===== src/sv/prtd_pkg.sv =====
// ----------------------------------------------------------------------------
// prtd_pkg
// Shared types and constants for the pending request table.
// ----------------------------------------------------------------------------
package prtd_pkg;

    localparam int TABLE_DEPTH = 16;
    localparam int IDX_W       = $clog2(TABLE_DEPTH);
    localparam int CNT_W       = $clog2(TABLE_DEPTH + 1);

    typedef enum logic [1:0] {
        OP_ADD = 2'd0,
        OP_GET = 2'd1,
        OP_DEL = 2'd2
    } op_t;

    typedef enum logic [2:0] {
        STAT_ADDED    = 3'd0,
        STAT_OLD      = 3'd1,
        STAT_DUP      = 3'd2,
        STAT_FULL     = 3'd3,
        STAT_REMOVED  = 3'd4,
        STAT_NOTFOUND = 3'd5
    } status_t;

    typedef struct packed {
        logic [15:0] handle;
        logic [7:0]  device;
        logic [31:0] dest;
        logic [31:0] source;
        logic [31:0] seq;
    } entry_t;

endpackage


===== src/sv/prtd_table.sv =====
// ----------------------------------------------------------------------------
// prtd_table
// Entry storage: one read address and one write port, flip-flop based.
// ----------------------------------------------------------------------------
module prtd_table
    import prtd_pkg::*;
(
    input  logic             clk,
    input  logic [IDX_W-1:0] rd_idx,
    output entry_t           rd_data,
    input  logic             wr_en,
    input  logic [IDX_W-1:0] wr_idx,
    input  entry_t           wr_data
);

    entry_t entry_reg [TABLE_DEPTH];

    // Slots beyond the live count are never interpreted, so no reset.
    always_ff @(posedge clk)
    begin
        if (wr_en)
        begin
            entry_reg[wr_idx] <= wr_data;
        end
    end

    assign rd_data = entry_reg[rd_idx];

endmodule


===== src/sv/pending_request_table_dedup_top.sv =====
// Timing: an add runs the age check and then the duplicate scan, and answers early when
// it is dropped as old or as a duplicate; get and delete scan for the id, match or not,
// and close the gap on a match; an unused opcode goes straight to the response.
// Throughput: one item at a time, ready again the cycle after its result is loaded; the
// walk over the table, one slot per cycle through a single compare unit, bounds the rate.
// Reset: asynchronous, clears the entry count, the control state and the output valid.
// ----------------------------------------------------------------------------
// pending_request_table_dedup_top
// Insertion-ordered table of pending route requests with duplicate checks.
// ----------------------------------------------------------------------------
module pending_request_table_dedup_top
    import prtd_pkg::*;
(
    input  logic         clk,
    input  logic         rst_n,
    input  logic         s_tvalid,
    output logic         s_tready,
    // seq_id[31:0], source_ip[63:32], dest_ip[95:64], device_id[103:96],
    // task_handle[119:104]
    input  logic [119:0] s_tdata,
    // opcode[1:0]
    input  logic [1:0]   s_tuser,
    output logic         m_tvalid,
    input  logic         m_tready,
    // found_handle[15:0]
    output logic [15:0]  m_tdata,
    // status[2:0]
    output logic [2:0]   m_tuser
);

    typedef enum logic [4:0] {
        ST_IDLE  = 5'b00001,
        ST_CHECK = 5'b00010,
        ST_SCAN  = 5'b00100,
        ST_SHIFT = 5'b01000,
        ST_RESP  = 5'b10000
    } state_t;

    typedef struct packed {
        logic id_eq;
        logic all_eq;
        logic newer_gt;
    } cmp_t;

    state_t           state_reg, state_next;
    logic [CNT_W-1:0] ptr_reg, ptr_next;
    logic [CNT_W-1:0] count_reg, count_next;
    op_t              op_reg, op_next;
    entry_t           key_reg, key_next;
    status_t          res_status_reg, res_status_next;
    logic [15:0]      res_handle_reg, res_handle_next;
    logic             out_valid_reg, out_valid_next;
    status_t          out_status_reg, out_status_next;
    logic [15:0]      out_handle_reg, out_handle_next;

    logic [IDX_W-1:0] rd_idx;
    entry_t           rd_data;
    logic             wr_en;
    logic [IDX_W-1:0] wr_idx;
    entry_t           wr_data;
    cmp_t             cmp;
    logic [CNT_W-1:0] ptr_inc;
    logic             accept;

    prtd_table u_table (
        .clk     (clk),
        .rd_idx  (rd_idx),
        .rd_data (rd_data),
        .wr_en   (wr_en),
        .wr_idx  (wr_idx),
        .wr_data (wr_data)
    );

    assign ptr_inc  = ptr_reg + CNT_W'(1);
    assign s_tready = (state_reg == ST_IDLE);
    assign accept   = s_tvalid && s_tready;

    // The one compare unit, shared by the age check, the duplicate scan and
    // the id search.
    always_comb
    begin
        cmp.id_eq    = (rd_data.seq == key_reg.seq);
        cmp.all_eq   = cmp.id_eq && (rd_data.source == key_reg.source) &&
                       (rd_data.dest == key_reg.dest) &&
                       (rd_data.device == key_reg.device);
        cmp.newer_gt = ($signed(rd_data.seq) > $signed(key_reg.seq));
    end

    always_comb
    begin
        state_next      = state_reg;
        ptr_next        = ptr_reg;
        count_next      = count_reg;
        op_next         = op_reg;
        key_next        = key_reg;
        res_status_next = res_status_reg;
        res_handle_next = res_handle_reg;
        out_valid_next  = out_valid_reg;
        out_status_next = out_status_reg;
        out_handle_next = out_handle_reg;
        rd_idx          = ptr_reg[IDX_W-1:0];
        wr_en           = 1'b0;
        wr_idx          = ptr_reg[IDX_W-1:0];
        wr_data         = key_reg;

        if (out_valid_reg && m_tready)
        begin
            out_valid_next = 1'b0;
        end

        case (state_reg)
            ST_IDLE:
            begin
                if (accept)
                begin
                    op_next         = op_t'(s_tuser);
                    key_next        = entry_t'(s_tdata);
                    ptr_next        = '0;
                    res_handle_next = '0;
                    res_status_next = STAT_NOTFOUND;
                    case (s_tuser) inside
                        OP_ADD:          state_next = ST_CHECK;
                        OP_GET, OP_DEL:  state_next = ST_SCAN;
                        default:         state_next = ST_RESP;
                    endcase
                end
            end
            ST_CHECK:
            begin
                // The newest entry sits just below the count.
                rd_idx = IDX_W'(count_reg - CNT_W'(1));
                if ((count_reg != '0) && cmp.newer_gt)
                begin
                    res_status_next = STAT_OLD;
                    state_next      = ST_RESP;
                end
                else
                begin
                    state_next = ST_SCAN;
                end
            end
            ST_SCAN:
            begin
                if (ptr_reg == count_reg)
                begin
                    state_next = ST_RESP;
                    if (op_reg == OP_ADD)
                    begin
                        if (count_reg == CNT_W'(TABLE_DEPTH))
                        begin
                            res_status_next = STAT_FULL;
                        end
                        else
                        begin
                            wr_en           = 1'b1;
                            wr_idx          = count_reg[IDX_W-1:0];
                            count_next      = count_reg + CNT_W'(1);
                            res_status_next = STAT_ADDED;
                        end
                    end
                end
                else if (op_reg == OP_ADD)
                begin
                    if (cmp.all_eq)
                    begin
                        res_status_next = STAT_DUP;
                        state_next      = ST_RESP;
                    end
                    else
                    begin
                        ptr_next = ptr_inc;
                    end
                end
                else if (cmp.id_eq)
                begin
                    if (op_reg == OP_GET)
                    begin
                        res_handle_next = rd_data.handle;
                    end
                    state_next = ST_SHIFT;
                end
                else
                begin
                    ptr_next = ptr_inc;
                end
            end
            ST_SHIFT:
            begin
                // Close the gap: move the next younger entry down one slot.
                rd_idx = ptr_inc[IDX_W-1:0];
                if (ptr_inc < count_reg)
                begin
                    wr_en    = 1'b1;
                    wr_data  = rd_data;
                    ptr_next = ptr_inc;
                end
                else
                begin
                    count_next      = count_reg - CNT_W'(1);
                    res_status_next = STAT_REMOVED;
                    state_next      = ST_RESP;
                end
            end
            ST_RESP:
            begin
                if (!out_valid_reg || m_tready)
                begin
                    out_valid_next  = 1'b1;
                    out_status_next = res_status_reg;
                    out_handle_next = res_handle_reg;
                    state_next      = ST_IDLE;
                end
            end
            default:
            begin
                state_next = ST_IDLE;
            end
        endcase
    end

    always_ff @(posedge clk or negedge rst_n)
    begin
        if (!rst_n)
        begin
            state_reg     <= ST_IDLE;
            count_reg     <= '0;
            out_valid_reg <= 1'b0;
        end
        else
        begin
            state_reg     <= state_next;
            count_reg     <= count_next;
            out_valid_reg <= out_valid_next;
        end
    end

    always_ff @(posedge clk)
    begin
        ptr_reg        <= ptr_next;
        op_reg         <= op_next;
        key_reg        <= key_next;
        res_status_reg <= res_status_next;
        res_handle_reg <= res_handle_next;
        out_status_reg <= out_status_next;
        out_handle_reg <= out_handle_next;
    end

    assign m_tvalid = out_valid_reg;
    assign m_tdata  = out_handle_reg;
    assign m_tuser  = out_status_reg;

    // The table never holds more than its depth.
    a_count_bound: assert property (@(posedge clk) disable iff (!rst_n)
        count_reg <= CNT_W'(TABLE_DEPTH))
        else $error("entry count beyond table depth");

    // The count moves by at most one per item.
    a_count_step: assert property (@(posedge clk) disable iff (!rst_n)
        (count_next == count_reg) || (count_next == count_reg + CNT_W'(1)) ||
        (count_next + CNT_W'(1) == count_reg))
        else $error("entry count jumped");

    // An accepted beat always leaves the idle state.
    a_accept_busy: assert property (@(posedge clk) disable iff (!rst_n)
        accept |=> (state_reg != ST_IDLE))
        else $error("stayed idle after accepting a beat");

    // The gap closing only runs over live slots.
    a_shift_live: assert property (@(posedge clk) disable iff (!rst_n)
        (state_reg == ST_SHIFT) |-> (ptr_reg < count_reg))
        else $error("shift pointer outside live entries");

endmodule

===== config.mk =====
export PLATFORM = sky130hd
export DESIGN_NAME = pending_request_table_dedup_top
export DESIGN_NICKNAME = d
export VERILOG_FILES = /design/src/sv/prtd_pkg.sv /design/src/sv/prtd_table.sv /design/src/sv/pending_request_table_dedup_top.sv
export SDC_FILE = /design/constraint.sdc
export NUM_CORES = 2
export LEC_CHECK = 0
export BUFFER_PORTS_ARGS = -buffer_cell sky130_fd_sc_hd__buf_2
export CAP_MARGIN = 5
export CELL_PAD_IN_SITES_DETAIL_PLACEMENT = 0
export CELL_PAD_IN_SITES_GLOBAL_PLACEMENT = 2
export CORE_MARGIN = 3
export CORE_UTILIZATION = 45
export CTS_CLUSTER_SIZE = 10
export DETAILED_ROUTE_END_ITERATION = 12
export PLACE_DENSITY_LB_ADDON = 0.12
export SETUP_SLACK_MARGIN = 0.4
export SYNTH_ARGS = -nofsm -noshare
export SYNTH_HDL_FRONTEND = slang
export SYNTH_SLANG_ARGS = --single-unit

===== constraint.sdc =====
create_clock -name clk -period 15.05 [get_ports clk]
set_clock_uncertainty 0.05 [all_clocks]
set_input_delay 1.505 -clock clk [delete_from_list [all_inputs] [get_ports clk]]
set_output_delay 1.505 -clock clk [all_outputs]
set_load 0.005 [all_outputs]

After elaboration in Yosys (flattened, before gate mapping)
Memory sizes are Yosys's and may differ from the RTL's. Cells that the tools add are included. Widths: inputs -> output; s select.

Register bits: 176. Latch bits: 0. Memory bits (writable): 1920. ROM bits: 0. Input bits: 126. Output and inout port bits: 21. Word-level logic and storage cells: 129. Memories kept: 1.

Memory list: u_table.entry_reg (words 16, width 120, read ports 1, clocked after Yosys merged registers in 0, wr ports 1, line prtd_table.sv:16) `entry_t entry_reg [TABLE_DEPTH];`.

Add/sub/neg operators: 3. Multipliers: 0. Div/mod/pow operators: 0. Magnitude comparators: 2. Equality and inequality tests: 31. Shift operators: 0. Muxes and demuxes: 55. Bitwise operators: 0. Reduce and logical (&&, ||, !) cells: 23.

Operators with widths (number): $mux 120 (2); $mux 5 (20); $eq 32x32->1 (3); $mux 16 (5); $gt 32x32->1 (1); $pmux 16 s2 (1); $pmux 5 s5 (1); $ne 2x2->1 const B (11); $mux 3 (7); $reduce_and 6->1 (3); $mux 4 (4); $pmux 5 s3 (1); $pmux 3 s4 (1); $add 5x1->5 const B (2); $eq 5x5->1 const B (2); $pmux 5 s2 (1); $reduce_and 5->1 (2); $mux 1 (9); $ne 3x3->1 const B (3); $eq 8x8->1 (1); $ne 4x4->1 const B (2); $pmux 4 s2 (1); $logic_and 1x1->1 (6); $eq 5x1->1 const B (1); 20 further kinds (24).

Logic depth before layout (Yosys ltp)
An unclocked memory read counts as a cell.

Depth after elaboration: 11. Gate-level depth with buffers: 32. Gate-level depth less buffers: 23.

Modules after synthesis
Synthesis repeated with hierarchy kept, for this count alone.

Cells, all modules: 3633. Area total of the unflattened synthesis: 80863.8 µm².

By module, submodules not included: prtd_table (instances 1, cells each 2946, area each 71606.2 µm², sequential area each 57655.3 µm²); pending_request_table_dedup_top (instances 1, cells each 687, area each 9257.6 µm², sequential area each 5231.3 µm²).

Least setup slack after synthesis
No wires, ideal clock.

Path type: flip-flop to flip-flop. From: register ptr_reg[0]. To: memory u_table.entry_reg[3][0] (netlist bit), enable pin. Setup time: 746 ps. Arrival time: 10441 ps. Required time: 14254 ps. Slack: 3813 ps. Stages on the path, launching flop included: 13. Buffers on the path: 1. Clock period less this slack: 11237 ps. Cell sequence: edfxtp_1 ha_1 ha_1 nor2b_1 o21a_1 o21ai_0 nand2b_1 a21oi_1 nand2_1 clkbuf_1 o21ai_0 nand2_1 nor3_1.

Cells in the longest elaborated chain, start to end: 6. Elaborated cells on any way between the ends: 12. Classes of those cells: add/sub: 1; order compare: 1; eq/ne: 1; mux: 9.

Ends and longest elaborated chain: start: declaration (line pending_request_table_dedup_top.sv:46) `logic [CNT_W-1:0] ptr_reg, ptr_next;`; start signal: assignment (line pending_request_table_dedup_top.sv:239) `ptr_reg <= ptr_next;`; $add 5x1->5 (line pending_request_table_dedup_top.sv:74) `assign ptr_inc = ptr_reg + CNT_W'(1);`; net ptr_inc[1] (line pending_request_table_dedup_top.sv:62) `logic [CNT_W-1:0] ptr_inc;`; $lt 5x5->1 (line pending_request_table_dedup_top.sv:191) `if (ptr_inc < count_reg)`; $mux 1 (line pending_request_table_dedup_top.sv:191); $pmux 1 s2 (line pending_request_table_dedup_top.sv:111) `case (state_reg)`; $mux 1 (line prtd_table.sv:21) `if (wr_en)`; $mux 1 (implied by the code) (line prtd_table.sv:23) `entry_reg[wr_idx] <= wr_data;`; end: declaration (line prtd_table.sv:16).

The timed path passes the listed nets, and every way through them passes these cells.

Worst setup path after layout
From: register ptr_reg[0]. To: register ptr_reg[2], enable pin.

Cells in the longest elaborated chain, start to end: 9. Elaborated cells on any way between the ends: 17. Classes of those cells: add/sub: 1; order compare: 1; eq/ne: 9; mux: 1; reduce/logical: 4; memory: 1.

Ends and longest elaborated chain: $add 5x1->5 * (line pending_request_table_dedup_top.sv:74); net ptr_inc[1] (line pending_request_table_dedup_top.sv:62); $pmux 4 s2 (line pending_request_table_dedup_top.sv:111); $mem_v2 16x120; $eq 32x32->1, on equally long branches (line pending_request_table_dedup_top.sv:82, pending_request_table_dedup_top.sv:83); $logic_and 1x1->1 (2 in series) (line pending_request_table_dedup_top.sv:83) `cmp.all_eq = cmp.id_eq && (rd_data.source == key_reg.source) &&`; $logic_and 1x1->1 (line pending_request_table_dedup_top.sv:84) `(rd_data.dest == key_reg.dest) &&`; $ne 3x3->1 (no line); $reduce_and 6->1 (no line) *.

Mark *: on every way through the listed nets, which the timed path passes. The rest lies on a longest branch. A chain may end at the register's enable or synchronous reset.

==> impl_metrics.sql <==
INSERT INTO impl_metrics (metric_group, metric, value, unit) VALUES
('sta', 'hold_ws', '359', 'ps'),
('layout', 'flow.area_growth_from_synthesis', '12.0', '%'),
('clock_network', 'cts-root-to-sink-buffers', '3', ''),
('grt', 'initial_antenna_violation_count', '4', ''),
('floorplanning', 'die-area', '201000', 'sq um'),
('clock_network', 'ctsHoldBuffers', '0', ''),
('floorplanning', 'core_area', '194000', 'sq um'),
('layout', 'design.final.nets', '6822', ''),
('grt', 'grt_max_degree', '156', ''),
('clock_network', 'insertion_delay', '870', 'ps'),
('power_and_ir_drop', 'clock_power_share', '0.260', ''),
('synth', 'synth_top_cell_area_share', '0.709', ''),
('synth', 'part_of_the_yosys_area_used_for_sequential_elements', '0.713', ''),
('clock_network', 'post-cts-setup-buffers', '0', ''),
('sta', 'post-route-period-util', '0.565', ''),
('synth', 'syn_area', '88300', 'sq um'),
('layout', 'largest_register_ffs', '1920', ''),
('clock_network', 'htree_num_levels', '4', ''),
('sta', 'tns', '0', 'ps'),
('synth', 'yosys_register_bits', '2096', ''),
('synth', 'synth_edf_count', '2085', ''),
('detailed_routing', 'wire_per_inst', '30.6', 'um'),
('power_and_ir_drop', 'power_density_of_the_placed_cells', '196', 'nW/um^2'),
('grt', 'grt_pass1_vias', '55700', ''),
('detailed_routing', 'postRouteWirelength', '286', 'mm'),
('power_and_ir_drop', 'vdd_drop_max', '173', 'uV'),
('sta', 'timing.final.ws_setup', '6550', 'ps'),
('floorplanning', 'initial_core_util', '0.455', ''),
('sta', 'drv_slew', '0', ''),
('detailed_routing', 'final_antenna_net_count', '0', ''),
('detailed_routing', 'firstDrtPassIters', '8', ''),
('floorplanning', 'io-pin-count', '147', ''),
('place', 'port_buffers', '146', ''),
('critical_path', 'setup.worst_path.start_class', 'register', ''),
('clock_network', 'tritoncts', 'yes', ''),
('synth', 'ys_top_cells_by_area', 'edfxtp_1, nand2_1, nand3_1', ''),
('detailed_routing', 'initialDrtViolationCount', '5946', ''),
('clock_network', 'cts_made_buffers', '234', ''),
('critical_path', 'reg2reg_depth', '23', ''),
('power_and_ir_drop', 'net-switching-power', '7.59', 'mW'),
('sta', 'worst_slew_pin_slew', '1310', 'ps'),
('critical_path', 'worst_path_max_delay_cell', 'and3_1', ''),
('synth', 'yosys_most_used_dff', 'edfxtp_1', ''),
('critical_path', 'critPathKind', 'register to register', ''),
('place', 'globalplace.congestion', '0.919', ''),
('status', 'status', 'completed', ''),
('critical_path', 'critical_path_depth', '23', ''),
('layout', 'fin_util', '0.510', ''),
('grt', 'grt_use_total', '0.278', ''),
('sta', 'final-setup-viol-count', '0', ''),
('power_and_ir_drop', 'power_frac_seq', '0.360', ''),
('layout', 'layout-drive-gt1-share', '0.112', ''),
('sta', 'timing_hold_violations_final', '0', ''),
('synth', 'post_synth_num_cell_types', '95', ''),
('critical_path', 'worstPathMaxFanout', '132', ''),
('synth', 'mappedNetlistNets', '6687', ''),
('critical_path', 'cp-end-kind', 'register', ''),
('critical_path', 'crit_path_cell_trace', 'buf_4 > ha_1 > and3b_1 > o21ai_4 > nand2_4 > buf_12 > buf_4 > nand2_1 > nand3_1 > and3_1 > a311oi_1 > a21oi_1 > ha_1 > nand4_1 > or2_2 > nor3_1 > and3_1 > o2111ai_1 > nor4bb_1 > and4_1 > nand4_1 > nor4_1 > o21ai_1', ''),
('clock_network', 'cts_root_buf', 'clkbuf_16', ''),
('sta', 'slew_headroom', '0.119', ''),
('floorplanning', 'std_cell_rows', '161', ''),
('layout', 'fill_cells', '16500', ''),
('clock_network', 'clkSlewWorstSetupHoldPaths', '60', 'ps'),
('place', 'hpwl', '154', 'mm'),
('floorplanning', 'die_width', '449', 'um'),
('grt', 'grt_overflow_total', '0', ''),
('sta', 'timing.final.crit_period', '8500', 'ps'),
('synth', 'postSynthAreaPerCell', '13.5', 'sq um'),
('clock_network', 'numClockSinks', '2096', ''),
('power_and_ir_drop', 'static-leakage-power', '33.8', 'nW'),
('critical_path', 'path_delay_family', 'simple AND/OR/NAND/NOR gates', '');
[area by class of cell]
cell class	instances	area (sq um)	area share
clock buffers	294	6140	0.0622
clock inverters	23	303	0.00306
multi-input cells	3904	23500	0.237
repair buffers	351	2490	0.0252
inverters	67	251	0.00254
well taps	2608	3260	0.0330
diodes	7	17.5	0.000177
flip-flops and latches	2096	62900	0.636
[final timing paths]
check	slack, ps	endpoint	start
max in group asynchronous	14080	state_reg[0]	rst_n
min in group asynchronous	510	m_tvalid	rst_n
min reg2reg	360	m_tdata[5]	res_handle_reg[5]
min	360	m_tdata[5]	res_handle_reg[5]
max reg2reg	6550	ptr_reg[2]	ptr_reg[0]
max	6550	ptr_reg[2]	ptr_reg[0]
[layer usage]
metal | vias to the layer above | part of all wire | global-route usage
met1 | 29300 | 0.43 | 0.384
met2 | 2109 | 0.47 | 0.450
met3 | 462 | 0.063 | 0.0407
met4 | 0 | 0.036 | 0.0974
met5 | - | 0 | 0
li1 | 25200 | - | -
[through the flow]
step | cells | total power [mW] | cell area [sq um]
3_3_place_gp | 9026 | 14.4 | 92400
4_1_cts | 9343 | 19.5 | 98800
2_1_floorplan | 6519 | 11.6 | 88300
5_1_grt | 9344 | 20.2 | 98800
6_report | 9350 | 19.4 | 98800
3_5_place_dp | 9026 | 14.4 | 92400
[power groups by stage]
stage / combinational (mW) / sequential [mW] / clock, mW
after global placement: 7.29 / 7.11 / 0
final: 7.38 / 6.99 / 5.04
after CTS: 7.33 / 6.99 / 5.14
after detailed placement: 7.31 / 7.11 / 0
after global routing: 7.89 / 6.99 / 5.37
after floorplan: 4.55 / 7.01 / 0
[cells in the mapped netlist (14+ instances only)]
cell type and instances:
ha_1 42, a311oi_1 97, nand3_1 530, mux2i_1 187, nand2_1 1256, nand2b_1 15
buf_2 115, a22oi_1 15, a2111oi_0 28, a31oi_1 108, nor3_1 42, a21boi_0 15
a21oi_1 102, mux2_2 68, buf_4 17, buf_1 63, a21o_1 47, o21ai_0 191
edfxtp_1 2085, inv_1 67, clkbuf_1 250, a211oi_1 209, and3_1 264, o31a_1 26
o22ai_1 16, a211o_1 14, and4_1 27, xnor2_1 42, nor2_1 125, nor4_1 14
xor2_1 30, or4_1 17, o211ai_1 21, a32oi_1 20, nand4_1 61, a221oi_1 16
a22o_1 17
[kinds of logic after synthesis]
logic type               count (synthesis)  share of synthesized area
AO/OA/AOI/OAI                         1087                     0.0883
XOR/XNOR                                72                    0.00715
adder cells (fa/ha/maj)                 42                    0.00595
buffers and inverters                  519                     0.0250
flip-flops                            2096                      0.713
multiplexers                           269                     0.0334
AND/OR/NAND/NOR                       2434                      0.128
[cell usage in the layout, fill, tap and decap left out, types with 15 or more instances in the layout]
cell type	n
inv_1	67
nor2_1	110
a2111oi_0	25
a22o_1	17
nand3_1	529
nand4_1	61
edfxtp_1	2085
a31oi_1	108
nor3_1	36
a21oi_1	101
o31a_1	26
o22ai_1	16
nand2_1	1253
a311oi_1	96
a32oi_1	19
mux2i_1	186
buf_4	187
o211ai_1	21
xnor2_1	41
xor2_1	29
or4_1	17
mux2_2	68
ha_1	42
and4_1	27
clkbuf_1	55
a21o_1	47
buf_2	146
and3_1	264
nand2b_1	15
a22oi_1	15
o21ai_0	184
clkbuf_16	235
buf_12	18
a221oi_1	16
a211oi_1	207
No activity file was read; power rests on OpenSTA's default activity.
